===== src/rtl/core/flvd_pkg.sv =====
// ----------------------------------------------------------------------------
// flvd_pkg
// Shared types and constants of the FLV tag deframer: tag type codes,
// kind codes, header layout and the result word.
// ----------------------------------------------------------------------------
package flvd_pkg;

    localparam int unsigned POS_W = 24;

    // Tag type bytes as found in the stream
    localparam logic [7:0] TYPE_SCRIPT = 8'h12;
    localparam logic [7:0] TYPE_AUDIO  = 8'h08;
    localparam logic [7:0] TYPE_VIDEO  = 8'h09;
    // First video body byte of a keyframe (frame type 1, codec 7)
    localparam logic [7:0] KEYFRAME_BYTE = 8'h17;

    // Kind codes on the result channel
    localparam logic [1:0] KIND_SCRIPT = 2'd0;
    localparam logic [1:0] KIND_AUDIO  = 2'd1;
    localparam logic [1:0] KIND_VIDEO  = 2'd2;
    localparam logic [1:0] KIND_OTHER  = 2'd3;

    // Byte positions inside the file header and the tag header
    localparam logic [POS_W-1:0] FILE_HDR_LAST  = POS_W'(8);
    localparam logic [POS_W-1:0] HDR_TYPE_POS   = POS_W'(4);
    localparam logic [POS_W-1:0] HDR_LEN_POS    = POS_W'(5);
    localparam logic [POS_W-1:0] HDR_TIME_POS   = POS_W'(8);
    localparam logic [POS_W-1:0] HDR_EXT_POS    = POS_W'(11);
    localparam logic [POS_W-1:0] HDR_STREAM_POS = POS_W'(12);
    localparam logic [POS_W-1:0] TAG_HDR_LAST   = POS_W'(14);

    typedef struct packed {
        logic [7:0]       body_byte;
        logic [1:0]       tag_kind;
        logic [POS_W-1:0] body_length;
        logic [23:0]      time_low;
        logic [7:0]       time_ext;
        logic [23:0]      stream_number;
        logic [31:0]      prior_size;
        logic             is_keyframe;
        logic             first_of_tag;
        logic             last_of_tag;
    } result_t;

    function automatic logic [1:0] kind_of(input logic [7:0] tag_type);
        logic [1:0] k;
        case (tag_type)
            TYPE_SCRIPT: k = KIND_SCRIPT;
            TYPE_AUDIO:  k = KIND_AUDIO;
            TYPE_VIDEO:  k = KIND_VIDEO;
            default:     k = KIND_OTHER;
        endcase
        return k;
    endfunction

endpackage


===== src/rtl/core/flvd_parser.sv =====
// ----------------------------------------------------------------------------
// flvd_parser
// Byte-wide FLV tag parser: tracks file header, tag header and body,
// captures the header fields and forms one result per body byte.
// ----------------------------------------------------------------------------
module flvd_parser
    import flvd_pkg::*;
(
    input  logic          aclk,
    input  logic          aresetn,
    input  logic          hdr_en,
    input  logic          in_take,
    input  logic [7:0]    in_byte,
    output logic          res_valid,
    output result_t       res
);

    typedef enum logic [1:0] {
        PH_START,
        PH_FILE,
        PH_TAGHDR,
        PH_BODY
    } phase_t;

    phase_t           phase_reg, phase_next, phase_eff;
    logic [POS_W-1:0] pos_reg, pos_next, pos_eff;
    logic [31:0]      prior_reg, prior_next;
    logic [7:0]       type_reg, type_next;
    logic [POS_W-1:0] len_reg, len_next;
    logic [23:0]      time_reg, time_next;
    logic [7:0]       ext_reg, ext_next;
    logic [23:0]      stream_reg, stream_next;
    logic             key_reg, key_next;
    logic             first, last, key_now;

    always_comb begin
        phase_eff = phase_reg;
        pos_eff   = pos_reg;
        if (phase_reg == PH_START) begin
            pos_eff   = '0;
            phase_eff = hdr_en ? PH_FILE : PH_TAGHDR;
        end

        phase_next  = phase_eff;
        pos_next    = pos_eff;
        prior_next  = prior_reg;
        type_next   = type_reg;
        len_next    = len_reg;
        time_next   = time_reg;
        ext_next    = ext_reg;
        stream_next = stream_reg;
        key_next    = key_reg;
        res_valid   = 1'b0;

        first   = (pos_eff == '0);
        last    = ({1'b0, pos_eff} + (POS_W+1)'(1)) >= {1'b0, len_reg};
        key_now = first ? ((type_reg == TYPE_VIDEO) && (in_byte == KEYFRAME_BYTE))
                        : key_reg;

        case (phase_eff)
            PH_FILE: begin
                if (pos_eff == FILE_HDR_LAST) begin
                    pos_next   = '0;
                    phase_next = PH_TAGHDR;
                end else begin
                    pos_next = pos_eff + POS_W'(1);
                end
            end
            PH_TAGHDR: begin
                if (pos_eff < HDR_TYPE_POS) begin
                    prior_next = {prior_reg[23:0], in_byte};
                end else if (pos_eff == HDR_TYPE_POS) begin
                    type_next = in_byte;
                end else if (pos_eff < HDR_TIME_POS) begin
                    len_next = {len_reg[15:0], in_byte};
                end else if (pos_eff < HDR_EXT_POS) begin
                    time_next = {time_reg[15:0], in_byte};
                end else if (pos_eff == HDR_EXT_POS) begin
                    ext_next = in_byte;
                end else begin
                    stream_next = {stream_reg[15:0], in_byte};
                end
                if (pos_eff == TAG_HDR_LAST) begin
                    // Length is complete by now; empty tags skip the body
                    pos_next   = '0;
                    phase_next = (len_reg == '0) ? PH_TAGHDR : PH_BODY;
                end else begin
                    pos_next = pos_eff + POS_W'(1);
                end
            end
            PH_BODY: begin
                res_valid = 1'b1;
                key_next  = key_now;
                if (last) begin
                    pos_next   = '0;
                    phase_next = PH_TAGHDR;
                end else begin
                    pos_next = pos_eff + POS_W'(1);
                end
            end
            default: begin
                phase_next = phase_eff;
            end
        endcase

        res.body_byte     = in_byte;
        res.tag_kind      = kind_of(type_reg);
        res.body_length   = len_reg;
        res.time_low      = time_reg;
        res.time_ext      = ext_reg;
        res.stream_number = stream_reg;
        res.prior_size    = prior_reg;
        res.is_keyframe   = key_now;
        res.first_of_tag  = first;
        res.last_of_tag   = last;
    end

    always_ff @(posedge aclk) begin
        if (!aresetn) begin
            phase_reg <= PH_START;
            pos_reg   <= '0;
        end else if (in_take) begin
            phase_reg <= phase_next;
            pos_reg   <= pos_next;
        end
    end

    always_ff @(posedge aclk) begin
        if (in_take) begin
            prior_reg  <= prior_next;
            type_reg   <= type_next;
            len_reg    <= len_next;
            time_reg   <= time_next;
            ext_reg    <= ext_next;
            stream_reg <= stream_next;
            key_reg    <= key_next;
        end
    end

endmodule


===== src/rtl/core/flv_tag_deframer.sv =====
// A body byte accepted at an edge is in the result register and on m_tvalid after that edge.
// Throughput: one input byte per cycle (single parse step between parser and result
//   registers), but not while m_tvalid waits on m_tready; header bytes give no word.
// Reset (aresetn low, synchronous): parser returns to its start state, the result
//   register empties and expect_file_header returns to 1.
// ----------------------------------------------------------------------------
// flv_tag_deframer
// Splits an FLV byte stream into tags and sends every body byte with the
// fields of its tag header, a kind code, a keyframe flag and first/last marks.
// ----------------------------------------------------------------------------
module flv_tag_deframer
    import flvd_pkg::*;
(
    input  logic          aclk,
    input  logic          aresetn,

    // Configuration: expect_file_header
    input  logic          cfg_wr_en,
    input  logic          cfg_wr_data,

    // Input stream
    input  logic          s_tvalid,
    output logic          s_tready,
    input  logic [7:0]    s_tdata,   // [7:0] in_byte

    // Result stream
    output logic          m_tvalid,
    input  logic          m_tready,
    // [7:0] body_byte, [31:8] body_length, [55:32] time_low, [63:56] time_ext,
    // [87:64] stream_number, [119:88] prior_size
    output logic [119:0]  m_tdata,
    // [1:0] tag_kind, [2] is_keyframe, [3] first_of_tag
    output logic [3:0]    m_tuser,
    output logic          m_tlast    // last_of_tag
);

    logic    hdr_en_reg;
    logic    m_valid_reg;
    result_t m_res_reg;
    logic    s_take;
    logic    res_valid;
    result_t res;

    // Take a new byte whenever the result register is empty or being drained
    assign s_tready = !m_valid_reg || m_tready;
    assign s_take   = s_tvalid && s_tready;

    // Hold the header choice; the parser samples it on its first byte only
    always_ff @(posedge aclk) begin
        if (!aresetn) begin
            hdr_en_reg <= 1'b1;
        end else if (cfg_wr_en) begin
            hdr_en_reg <= cfg_wr_data;
        end
    end

    flvd_parser u_parser (
        .aclk      (aclk),
        .aresetn   (aresetn),
        .hdr_en    (hdr_en_reg),
        .in_take   (s_take),
        .in_byte   (s_tdata),
        .res_valid (res_valid),
        .res       (res)
    );

    // Result register: load on a body byte, drop valid once the word is taken
    always_ff @(posedge aclk) begin
        if (!aresetn) begin
            m_valid_reg <= 1'b0;
        end else if (s_take) begin
            m_valid_reg <= res_valid;
        end else if (m_tready) begin
            m_valid_reg <= 1'b0;
        end
    end

    always_ff @(posedge aclk) begin
        if (s_take && res_valid) begin
            m_res_reg <= res;
        end
    end

    assign m_tvalid = m_valid_reg;
    assign m_tdata  = {m_res_reg.prior_size, m_res_reg.stream_number, m_res_reg.time_ext,
                       m_res_reg.time_low, m_res_reg.body_length, m_res_reg.body_byte};
    assign m_tuser  = {m_res_reg.first_of_tag, m_res_reg.is_keyframe, m_res_reg.tag_kind};
    assign m_tlast  = m_res_reg.last_of_tag;

    // A keyframe mark only ever rides on a video tag
    assert property (@(posedge aclk) disable iff (!aresetn)
        m_valid_reg && m_res_reg.is_keyframe |-> m_res_reg.tag_kind == KIND_VIDEO)
        else $error("keyframe flag on a non-video tag");

    // The first word of a keyframe tag carries the keyframe marker byte
    assert property (@(posedge aclk) disable iff (!aresetn)
        m_valid_reg && m_res_reg.is_keyframe && m_res_reg.first_of_tag
        |-> m_res_reg.body_byte == KEYFRAME_BYTE)
        else $error("keyframe flag without marker byte");

    // A tag that starts and ends on the same word has a one-byte body
    assert property (@(posedge aclk) disable iff (!aresetn)
        m_valid_reg && m_res_reg.first_of_tag && m_res_reg.last_of_tag
        |-> m_res_reg.body_length == POS_W'(1))
        else $error("single-word tag with length other than one");

    // No word appears right after reset
    assert property (@(posedge aclk)
        aresetn && !$past(aresetn) |-> !m_valid_reg)
        else $error("result valid right after reset");

endmodule


===== config.mk =====
export PLATFORM = sky130hd
export DESIGN_NAME = flv_tag_deframer
export DESIGN_NICKNAME = d
export VERILOG_FILES = /design/src/rtl/core/flvd_pkg.sv /design/src/rtl/core/flvd_parser.sv /design/src/rtl/core/flv_tag_deframer.sv
export SDC_FILE = /design/constraint.sdc
export NUM_CORES = 1
export LEC_CHECK = 0
export BUFFER_PORTS_ARGS = -buffer_cell sky130_fd_sc_hd__buf_2
export CAP_MARGIN = 15
export CORE_MARGIN = 5
export CORE_UTILIZATION = 59
export CTS_BUF_LIST = sky130_fd_sc_hd__clkbuf_8
export CTS_CLUSTER_DIAMETER = 200
export DETAILED_ROUTE_END_ITERATION = 7
export PLACE_DENSITY = 0.81
export SYNTH_ARGS = -nofsm -noshare
export SYNTH_HDL_FRONTEND = slang
export SYNTH_SLANG_ARGS = --single-unit

===== constraint.sdc =====
create_clock -name aclk -period 8.8 [get_ports aclk]
set_clock_uncertainty 0.1 [all_clocks]
set_input_delay 0.44 -clock aclk [delete_from_list [all_inputs] [get_ports aclk]]
set_output_delay 0.44 -clock aclk [all_outputs]
set_load 0.01 [all_outputs]

Word-level counts from Yosys, hierarchy flattened
Index checks and enable logic that the tools add are counted.

storage, ports and cells
  register bits = 274
  input port bits = 14
  output and inout port bits = 127
  word-level logic and storage cells = 76

operators by class
  add/subtract/negate cells = 2
  order comparisons = 4
  eq/ne operators = 11
  muxes and demuxes = 17
  bitwise gates (word level) = 5
  reductions and logical operators = 16

operators by type and width
  cell                   count
  $mux 24                4
  $eq 24x4->1 const B    3
  $pmux 24 s3            1
  $logic_not 24->1       2
  $lt 24x4->1 const B    2
  $add 24x1->25 const B  1
  $ge 25x24->1           1
  $add 24x1->24 const B  1
  $eq 24x3->1 const B    1
  $lt 24x3->1 const B    1
  $eq 8x4->1 const B     2
  $eq 8x5->1 const B     2
  $reduce_and 7->1       2
  $pmux 2 s3             2
  $mux 2                 5
  $reduce_and 6->1       1
  $mux 1                 5
  $not 1->1              5
  $reduce_and 5->1       1
  $eq 2x2->1 const B     2
  $reduce_and 4->1       1
  $logic_and 1x1->1      3
  $reduce_and 3->1       1
  $eq 2x1->1 const B     1
  5 further kinds        5

Logic depth before layout (Yosys ltp)
Gate-level depths: netlist of run 1.

  depth in word-level cells = 6
  gate-level depth with buffers = 21
  mapped depth without buffers = 18

Modules after synthesis
From an unflattened synthesis of run 1, not the netlist that was laid out.

second synthesis, totals
  cell total of the unflattened synthesis = 616
  area, all modules = 10,192.3 µm²

modules (own cells, without submodules)
  module            instances  cells an instance  area an instance (µm²)  seq. area each (µm²)
  flvd_parser       1          482                6,333.6                 4,154.0
  flv_tag_deframer  1          134                3,858.7                 3,793.6

Least setup slack after synthesis of run 1
OpenSTA, ideal clock, no wires.

  path kind = input-to-reg
  from = input port m_tready
  to = register m_res_reg (netlist bit m_tuser[2]), enable pin
  library setup time = 317 ps
  arrival = 6,698 ps
  path slack = 1,684 ps
  stages = 5
  path buffers = 1
  cell sequence = nand2b_1 nand2_1 clkbuf_1 nor2_1 and2_1

on the way
  longest elaborated chain between the ends = 3

ends and longest elaborated chain
  what                    RTL line                text
  start: declaration      flv_tag_deframer.sv:28  input logic m_tready,
  $logic_or 1x1->1        flv_tag_deframer.sv:45  assign s_tready = !m_valid_reg || m_tready;
  $logic_and 1x1->1       flv_tag_deframer.sv:46  assign s_take = s_tvalid && s_tready;
  $logic_and 1x1->1       flv_tag_deframer.sv:79  if (s_take && res_valid) begin
  end signal: assignment  flv_tag_deframer.sv:80  m_res_reg <= res;
  end: declaration        flv_tag_deframer.sv:39  result_t m_res_reg;

No other way between the ends.
A chain may end at the register's enable or synchronous reset.

Worst setup path after layout of run 1
  from = register u_parser.phase_reg[0]
  to = register u_parser.pos_reg[1]

on the way
  longest elaborated chain between the ends = 6
  elaborated cells on any way between the ends = 15
  classes of those cells = 2 x add/sub; 1 x order compare; 5 x eq/ne; 6 x mux; 1 x reduce/logical

ends and longest elaborated chain
  what                      RTL line            text
  start: declaration        flvd_parser.sv:25   phase_t phase_reg, phase_next, phase_eff;
  start signal: assignment  flvd_parser.sv:123  phase_reg <= phase_next;
  $logic_not 2->1           flvd_parser.sv:39   if (phase_reg == PH_START) begin
  $mux 24                   flvd_parser.sv:39
  $add 24x1->25             flvd_parser.sv:56   last = ({1'b0, pos_eff} + (POS_W+1)'(1)) >= {1'b0, len_reg};
  $ge 25x24->1              flvd_parser.sv:56
  $mux 24                   flvd_parser.sv:94   if (last) begin
  $pmux 24 s3 *             flvd_parser.sv:60   case (phase_eff)
  end signal: assignment    flvd_parser.sv:124  pos_reg <= pos_next;
  end: declaration          flvd_parser.sv:26   logic [POS_W-1:0] pos_reg, pos_next, pos_eff;

Mark *: on every way between the ends. The rest lies on a longest branch, timed or not.

==> impl_table.tex, run 1 <==
\begin{tabular}{lr}
\hline
Metric & Value \\
\hline
\multicolumn{2}{l}{\textbf{STA}} \\
\quad Final Hold Viols & 0 \\
\quad Final TNS setup & 0 ns \\
\quad Smallest hold slack & 0.0448 ns \\
\quad Worst relative slew slack & 0.294 \\
\quad Worst Max-Slew Pin Slew & 1.05 ns \\
\quad FMAX & 192 MHz \\
\quad Final Max Tran Viols & 0 \\
\quad Count of final setup violators & 0 \\
\quad Min Tclk post-route & 5.20 ns \\
\quad Setup repair after global routing missed its margin & no \\
\quad Final worst-path cycle share & 0.591 \\
\multicolumn{2}{l}{\textbf{Final layout}} \\
\quad Antenna diodes & 0 \\
\quad Final std cells w/o fill & 1054 \\
\quad Proportion of layout cells with a drive suffix above 1 & 0.267 \\
\quad Flip-flop count of the largest register after layout & 120 \\
\quad Final design utilization & 0.708 \\
\quad Total Nets Final & 849 \\
\quad Most used cells in the layout excluding fill and tap cells & sky130\_fd\_sc\_hd\_\_edfxtp\_1, sky130\_fd\_sc\_hd\_\_buf\_2, sky130\_fd\_sc\_hd\_\_nand2\_1 \\
\quad Leading cell type in the layout, fill and taps excluded & sky130\_fd\_sc\_hd\_\_edfxtp\_1 \\
\quad Synthesis-to-finish area growth & 16.9\% \\
\quad Final std cell area, no fill & 11800 sq um \\
\multicolumn{2}{l}{\textbf{Yosys}} \\
\quad Total number of yosys warnings & 0 \\
\quad Area share of and/or/nand/nor cells after synthesis & 0.0960 \\
\quad Count of mapped cells out of synthesis & 636 \\
\quad Synthesized Nets & 677 \\
\quad Post-synth design cell area & 10100 sq um \\
\quad Multiplexer fraction of the synthesized cell area & 0.000990 \\
\quad Combinational family with the most area after synthesis & simple AND/OR/NAND/NOR gates \\
\quad Synth Register Bits & 273 \\
\quad Most used flip-flop cell after synthesis & sky130\_fd\_sc\_hd\_\_edfxtp\_1 \\
\quad Per-instance average area after synthesis & 15.9 sq um \\
\quad Compound-gate portion of the synthesized area & 0.0475 \\
\quad Xor-xnor portion of the synthesized cell area & 0.0182 \\
\quad Proportion of synthesized flip-flops having asynchronous set or reset & 0 \\
\quad Distinct cells, synth & 55 \\
\quad Adder-cell share of the synthesized area & 0.0334 \\
\quad Share of synthesized area occupied by flip-flops and latches & 0.783 \\
\quad EDFF count, synth & 245 \\
\multicolumn{2}{l}{\textbf{Placement}} \\
\quad Post-Place Cell Area & 11100 sq um \\
\quad Number of input and output port buffers inserted & 140 \\
\quad Final RePlAce weighted congestion & 0.864 \\
\quad Half-perimeter wire length of the detailed placement result & 14800 um \\
\quad Number of cells in the design after placement & 984 \\
\multicolumn{2}{l}{\textbf{Routing}} \\
\quad Vias & 5911 \\
\quad DRC & 0 \\
\quad Wire length reported by the detailed router & 21900 um \\
\quad Drt pass-1 iters & 5 \\
\quad Via density & 5.61 \\
\quad Wirelength per Cell & 20.7 um \\
\quad Starting DRC count in detailed routing & 550 \\
\quad Antenna Nets Post-Route & 0 \\
\multicolumn{2}{l}{\textbf{Die}} \\
\quad Floorplan row count & 47 \\
\quad Core region area & 16700 sq um \\
\quad I/O pin cnt & 141 \\
\quad Chip width & 141 um \\
\quad Initial cell density of the core & 0.605 \\
\quad DIE AREA & 19900 sq um \\
\quad Vertical extent of the die & 141 um \\
\multicolumn{2}{l}{\textbf{Global route}} \\
\quad Initial antenna violation count & 0 \\
\quad Vias in the first global route & 5867 \\
\quad Largest net degree at the start of global routing & 75 \\
\quad Total gr overflow & 0 \\
\quad Wire length of the first global-routing pass & 33900 um \\
\quad Global-route total usage across every layer & 0.222 \\
\multicolumn{2}{l}{\textbf{Clock network}} \\
\quad Total of cells resized after clock tree synthesis & 0 \\
\quad Clock latency on the worst-skew pair & 0.53 ns \\
\quad Number of H-tree levels & 2 \\
\quad Number of buffers created by CTS & 41 \\
\quad Total setup buffers inserted after CTS & 0 \\
\quad Sinks on Clock Net & 273 \\
\quad CTS tree & built \\
\quad Root cell of the clock tree & sky130\_fd\_sc\_hd\_\_clkbuf\_8 \\
\quad Post-CTS clock slew at the launch and capture registers of the worst setup and hold paths & 0.06 ns \\
\quad Longest Clk Path Bufs & 3 \\
\quad Post-cts hold buffer count & 0 \\
\multicolumn{2}{l}{\textbf{Pwr}} \\
\quad P\_leak & 4.29 nW \\
\quad Power density over the cells & 203 nW/um\^{}2 \\
\quad Peak supply drop & 0.000130 V \\
\multicolumn{2}{l}{\textbf{Outcome}} \\
\quad Run status & finished, final reports clean \\
\multicolumn{2}{l}{\textbf{Critical path}} \\
\quad CP Data Required Time & 9.12 ns \\
\quad Capturing element type of the critical path & flip-flop \\
\quad Critical path class & reg -> reg \\
\quad Critical path peak fanout & 26 \\
\quad Data arrival time at the worst-slack endpoint & 5.52 ns \\
\quad Kind of launch point of the worst setup path & flip-flop \\
\multicolumn{2}{l}{\textbf{Job}} \\
\quad MaxCap Viol Count & 0 \\
\multicolumn{2}{l}{\textbf{Min path}} \\
\quad Class of the worst hold path & in -> reg \\
\hline
\end{tabular}
[final timing paths]
path                                             from                  end  slack (ns)  depth (start not counted)
worst max-delay path            u_parser.phase_reg[0]  u_parser.pos_reg[1]        3.60                         18
worst min-delay path                          aresetn           hdr_en_reg        0.04                          2
worst max register to register  u_parser.phase_reg[0]  u_parser.pos_reg[1]        3.60                         18
worst min register to register    u_parser.ext_reg[6]          m_tdata[62]        0.32                          0
[per-layer routing]
metal	part of all wire	up-vias	GRT usage
met3	0.078	36	0.0494
met1	0.41	2884	0.306
met2	0.50	271	0.364
li1	-	2720	-
met5	0	-	0
met4	0.018	0	0.0612
[worst max-delay path, cell delays in order, from the launching register on]
cell and delay (ns):
sky130_fd_sc_hd__dfxtp_1 0.56, sky130_fd_sc_hd__or2_2 0.52, sky130_fd_sc_hd__nand2_1 0.20, sky130_fd_sc_hd__inv_1 0.15, sky130_fd_sc_hd__ha_1 0.29, sky130_fd_sc_hd__nand4_1 0.19
sky130_fd_sc_hd__nor3_4 0.32, sky130_fd_sc_hd__and3_1 0.28, sky130_fd_sc_hd__nand3_1 0.15, sky130_fd_sc_hd__xor2_1 0.16, sky130_fd_sc_hd__nor2_1 0.06, sky130_fd_sc_hd__ha_1 0.35
sky130_fd_sc_hd__a21oi_1 0.14, sky130_fd_sc_hd__nor2_1 0.05, sky130_fd_sc_hd__a211oi_1 0.23, sky130_fd_sc_hd__a21boi_0 0.17, sky130_fd_sc_hd__nor4_2 0.50, sky130_fd_sc_hd__o21ai_4 0.34
sky130_fd_sc_hd__a211oi_1 0.33
[final cells by class]
cell class / count / area (sq um)
flip-flops and latches: 273 / 7920
fillers: 1086 / 4880
multi-input cells: 314 / 2020
clock buffers: 43 / 592
well taps: 220 / 275
clock inverters: 26 / 138
repair buffers: 148 / 768
inverters: 30 / 113
[metrics by stage]
stage	setup slack (ns)	total power, mW
2_1_floorplan	1.68	1.47
3_3_place_gp	3.92	1.49
3_5_place_dp	3.65	1.50
4_1_cts	3.65	2.42
5_1_grt	3.16	2.50
6_report	3.60	2.40
[cells in the mapped netlist (all sizes together), types with 13 or more instances]
cell / instances / area (sq um)
dfxtp: 28 / 561
nor3: 14 / 81.3
ha: 27 / 338
nor4: 17 / 134
o21ai: 15 / 86.3
xor2: 13 / 114
inv: 30 / 113
edfxtp: 245 / 7360
a21oi: 34 / 200
nor2: 48 / 180
nand2: 58 / 218
[where the power goes]
group          internal (mW)  switching (mW)  total [mW]
Sequential              1.41         0.00717        1.42
Combinational         0.0141          0.0387      0.0528
Clock                  0.481           0.455       0.936
[kinds of logic after synthesis]
| kind of cell | after synthesis |
|---|---|
| xor+xnor | 21 |
| buf+inv | 49 |
| fa+ha+maj | 27 |
| mux | 1 |
| flops | 273 |
| compound gates | 73 |
| simple gates | 192 |
(Power assumes the default switching activity.)
==> inputs of run 2 (changes only) <==
CORE_UTILIZATION = 53   (was 59)
PLACE_DENSITY = 0.76   (was 0.81)
clock period = 4.28 ns   (was 8.8 ns; I/O delays follow)
==> run 2 against run 1 <==
Effect of this change: final cell count up 3.6%; power up 100%; count of clock-buffer cells in the layout down 3; hold slack better by 0.27 ns; register-to-register slack worse by 3.4 ns; critical path depth unchanged; wire length down 3.7%; highest routed layer unchanged; sequential cell count unchanged; die area up 10%; sequential power up 100%; worst setup slack worse by 3.4 ns.
==> impl_table.tex, run 2 (synthesis results as in run 1) <==
\begin{tabular}{lr}
\hline
Metric & Value \\
\hline
\multicolumn{2}{l}{\textbf{Die}} \\
\quad Core region area & 18800 sq um (+12\%) \\
\quad Vertical extent of the die & 148 um (+5.1\%) \\
\quad I/O pin cnt & 141 (unchanged) \\
\quad Chip width & 148 um (+5.1\%) \\
\quad Initial cell density of the core & 0.539 (-0.0667) \\
\quad Floorplan row count & 50 (+6.4\%) \\
\quad DIE AREA & 21900 sq um (+10\%) \\
\multicolumn{2}{l}{\textbf{Final layout}} \\
\quad Final design utilization & 0.642 (-0.0653) \\
\quad Antenna diodes & 0 (unchanged) \\
\quad Leading cell type in the layout, fill and taps excluded & sky130\_fd\_sc\_hd\_\_edfxtp\_1 \\
\quad Synthesis-to-finish area growth & 19.3\% \\
\quad Most used cells in the layout excluding fill and tap cells & sky130\_fd\_sc\_hd\_\_edfxtp\_1, sky130\_fd\_sc\_hd\_\_buf\_2, sky130\_fd\_sc\_hd\_\_nand2\_1 \\
\quad Fill cells & 1316 (+21\%) \\
\quad Total Nets Final & 877 (+3.3\%) \\
\quad Proportion of layout cells with a drive suffix above 1 & 0.274 (+0.00651) \\
\quad Flip-flop count of the largest register after layout & 120 (unchanged) \\
\multicolumn{2}{l}{\textbf{Critical path}} \\
\quad CP Data Required Time & 4.61 ns (-4.51 ns) \\
\quad Crit-path slowest cell & sky130\_fd\_sc\_hd\_\_nor3\_4 \\
\quad Largest delay share family, worst path & simple AND/OR/NAND/NOR gates \\
\quad Launch point of the worst path & u\_parser.phase\_reg[0] \\
\quad Critical Path Stages & 18 (unchanged) \\
\quad Capturing element type of the critical path & flip-flop \\
\quad RR Startpoint & u\_parser.phase\_reg[0] \\
\quad Kind of launch point of the worst setup path & flip-flop \\
\quad Crit-path most repeated cell & sky130\_fd\_sc\_hd\_\_nand4\_1 \\
\quad Slowest cell delay on critical path & 0.34 ns (-0.22 ns) \\
\quad Worst Setup EP & u\_parser.pos\_reg[15] \\
\quad Critical path peak fanout & 15 (-42\%) \\
\quad R2R setup slack & 0.24 ns (-3.36 ns) \\
\quad Data arrival time at the worst-slack endpoint & 4.37 ns (-1.15 ns) \\
\quad Endpoint of the lowest-slack register-to-register path & u\_parser.pos\_reg[15] \\
\quad Critical path class & reg -> reg \\
\quad Worst-case reg-to-reg path depth & 18 (unchanged) \\
\quad Worst path buffer plus inverter count & 3 (+2) \\
\quad Cells traversed along the worst timing path & or2\_2 -> nand2\_1 -> inv\_1 -> ha\_1 -> nand4\_1 -> nor3\_4 -> nand4\_1 -> xor2\_1 -> ha\_1 -> nand4\_1 -> nor3\_2 -> o221ai\_1 -> a31oi\_2 -> nor4\_2 -> buf\_4 -> o21ai\_4 -> buf\_4 -> nor3\_1 \\
\multicolumn{2}{l}{\textbf{Routing}} \\
\quad Antenna Nets Post-Route & 0 (unchanged) \\
\quad Wirelength per Cell & 19.3 um (-7.1\%) \\
\quad DRC & 0 (unchanged) \\
\quad Via density & 5.41 (-3.4\%) \\
\quad Starting DRC count in detailed routing & 448 (-19\%) \\
\quad Wire length reported by the detailed router & 21100 um (-3.7\%) \\
\quad Drt pass-1 iters & 8 (+3) \\
\quad Vias & 5913 (+0.034\%) \\
\multicolumn{2}{l}{\textbf{STA}} \\
\quad Final worst-path cycle share & 0.944 (+0.353) \\
\quad Min Tclk post-route & 4.04 ns (-1.16 ns) \\
\quad Final Max Tran Viols & 0 (unchanged) \\
\quad Count of final setup violators & 0 (unchanged) \\
\quad Worst Max-Slew Pin Slew & 0.774 ns (-0.276 ns) \\
\quad Smallest hold slack & 0.311 ns (+0.267 ns) \\
\quad FMAX & 248 MHz (+29\%) \\
\quad Final Hold Viols & 0 (unchanged) \\
\quad Worst relative slew slack & 0.483 (+0.188) \\
\multicolumn{2}{l}{\textbf{Pwr}} \\
\quad Total Power & 4.83 mW (+100\%) \\
\quad Internal Dissipation & 3.82 mW (+100\%) \\
\quad Combinational group share of total power & 0.027 (+0.005) \\
\quad Switching portion of total power & 0.211 (+0.00226) \\
\quad Power density over the cells & 401 nW/um\^{}2 (+97\%) \\
\quad Peak supply drop & 0.000222 V (+70\%) \\
\quad Net switching power figure & 1.02 mW (+100\%) \\
\quad P\_leak & 4.40 nW (+2.6\%) \\
\quad Power share of the clock group & 0.372 (-0.017) \\
\quad Relative contribution of sequential cells to total power & 0.601 (+0.012) \\
\multicolumn{2}{l}{\textbf{Placement}} \\
\quad Final RePlAce weighted congestion & 0.949 (+9.8\%) \\
\quad Number of input and output port buffers inserted & 140 (unchanged) \\
\quad Half-perimeter wire length of the detailed placement result & 14700 um (-0.74\%) \\
\multicolumn{2}{l}{\textbf{Global route}} \\
\quad Total gr overflow & 0 (unchanged) \\
\quad Wire length of the first global-routing pass & 33100 um (-2.5\%) \\
\quad Vias in the first global route & 5871 (+0.068\%) \\
\quad Global-route total usage across every layer & 0.194 (-0.0283) \\
\quad Largest net degree at the start of global routing & 47 (-37\%) \\
\quad Initial antenna violation count & 0 (unchanged) \\
\multicolumn{2}{l}{\textbf{Min path}} \\
\quad Class of the worst hold path & reg -> reg \\
\multicolumn{2}{l}{\textbf{Clock network}} \\
\quad Clock latency on the worst-skew pair & 0.55 ns (+0.02 ns) \\
\quad CTS tree & built \\
\quad Number of buffers created by CTS & 40 (-2.4\%) \\
\quad Sinks on Clock Net & 273 (unchanged) \\
\quad Root cell of the clock tree & sky130\_fd\_sc\_hd\_\_clkbuf\_8 \\
\quad Longest Clk Path Bufs & 3 (unchanged) \\
\quad Post-CTS clock slew at the launch and capture registers of the worst setup and hold paths & 0.06 ns (about the same) \\
\quad Number of H-tree levels & 2 (unchanged) \\
\multicolumn{2}{l}{\textbf{Outcome}} \\
\quad Run status & finished, final reports clean \\
\multicolumn{2}{l}{\textbf{Job}} \\
\quad MaxCap Viol Count & 0 (unchanged) \\
\hline
\end{tabular}
==> run 2: changes by cell type in the layout (fill, tap and decap cells not counted), sizes merged <==
| cell | delta |
|---|---|
| buf | +15 |
| bufinv | -1 |
| clkbuf | -3 |
| clkinv | -2 |
| clkinvlp | -1 |
| dlygate4sd3 | +14 |
| inv | +2 |
==> run 2: layout make-up <==
class | count | area, sq um | area share
clock buffers | 40 | 551 | 0.0457
repair buffers | 177 | 1030 | 0.0851
well taps | 234 | 293 | 0.0243
multi-input cells | 314 | 2040 | 0.169
clock inverters | 24 | 118 | 0.00975
flip-flops and latches | 273 | 7920 | 0.657
inverters | 30 | 113 | 0.00934
==> run 2: per-stage QoR <==
| stage | setup TNS [ns] | std cells | area (sq um) | setup slack (ns) |
|---|---|---|---|---|
| 2_1_floorplan | 0 | 636 | 10100 | 0.165 |
| 3_3_place_gp | 0 | 1011 | 11200 | 0.175 |
| 3_5_place_dp | 0 | 1011 | 11200 | 0.112 |
| 4_1_cts | 0 | 1089 | 12000 | 0.0939 |
| 5_1_grt | -0.0886 | 1092 | 12100 | -0.0229 |
| 6_report | 0 | 1092 | 12100 | 0.240 |
==> run 2: repair_timing <==
item                                    4_1_cts  5_1_grt
endpoints found under the hold margin        60        0
setup buffers                                 0        3
resized for setup                             0        4
hold buffers                                 14        0
endpoints found under the setup margin        0       24
==> run 2: worst min path at each step <==
| stage | to | cells after the start | startpoint | slack, ns |
|---|---|---|---|---|
| floorplan | hdr_en_reg | 1 | aresetn | 0.18 |
| global placement | m_tdata[85] | 0 | u_parser.stream_reg[21] | 0.30 |
| detailed placement | m_tdata[115] | 0 | u_parser.prior_reg[27] | 0.30 |
| CTS | m_tdata[50] | 0 | u_parser.time_reg[18] | 0.30 |
| global route | m_tdata[119] | 0 | u_parser.prior_reg[31] | 0.32 |
| finish | m_tdata[50] | 0 | u_parser.time_reg[18] | 0.31 |
==> run 2: power by group through the flow <==
stage | Clock [mW] | Sequential (mW) | Combinational (mW)
6_report | 1.80 | 2.91 | 0.129
5_1_grt | 2.00 | 2.91 | 0.140
4_1_cts | 1.85 | 2.91 | 0.129
3_5_place_dp | 0 | 2.96 | 0.119
3_3_place_gp | 0 | 2.96 | 0.117
2_1_floorplan | 0 | 2.96 | 0.0661
==> run 2: metal layers <==
layer / vias up / global-route usage / share of wire
li1: 2775 / - / -
met4: 0 / 0.0550 / 0.019
met1: 2905 / 0.267 / 0.43
met2: 198 / 0.317 / 0.49
met5: - / 0 / 0
met3: 35 / 0.0417 / 0.060
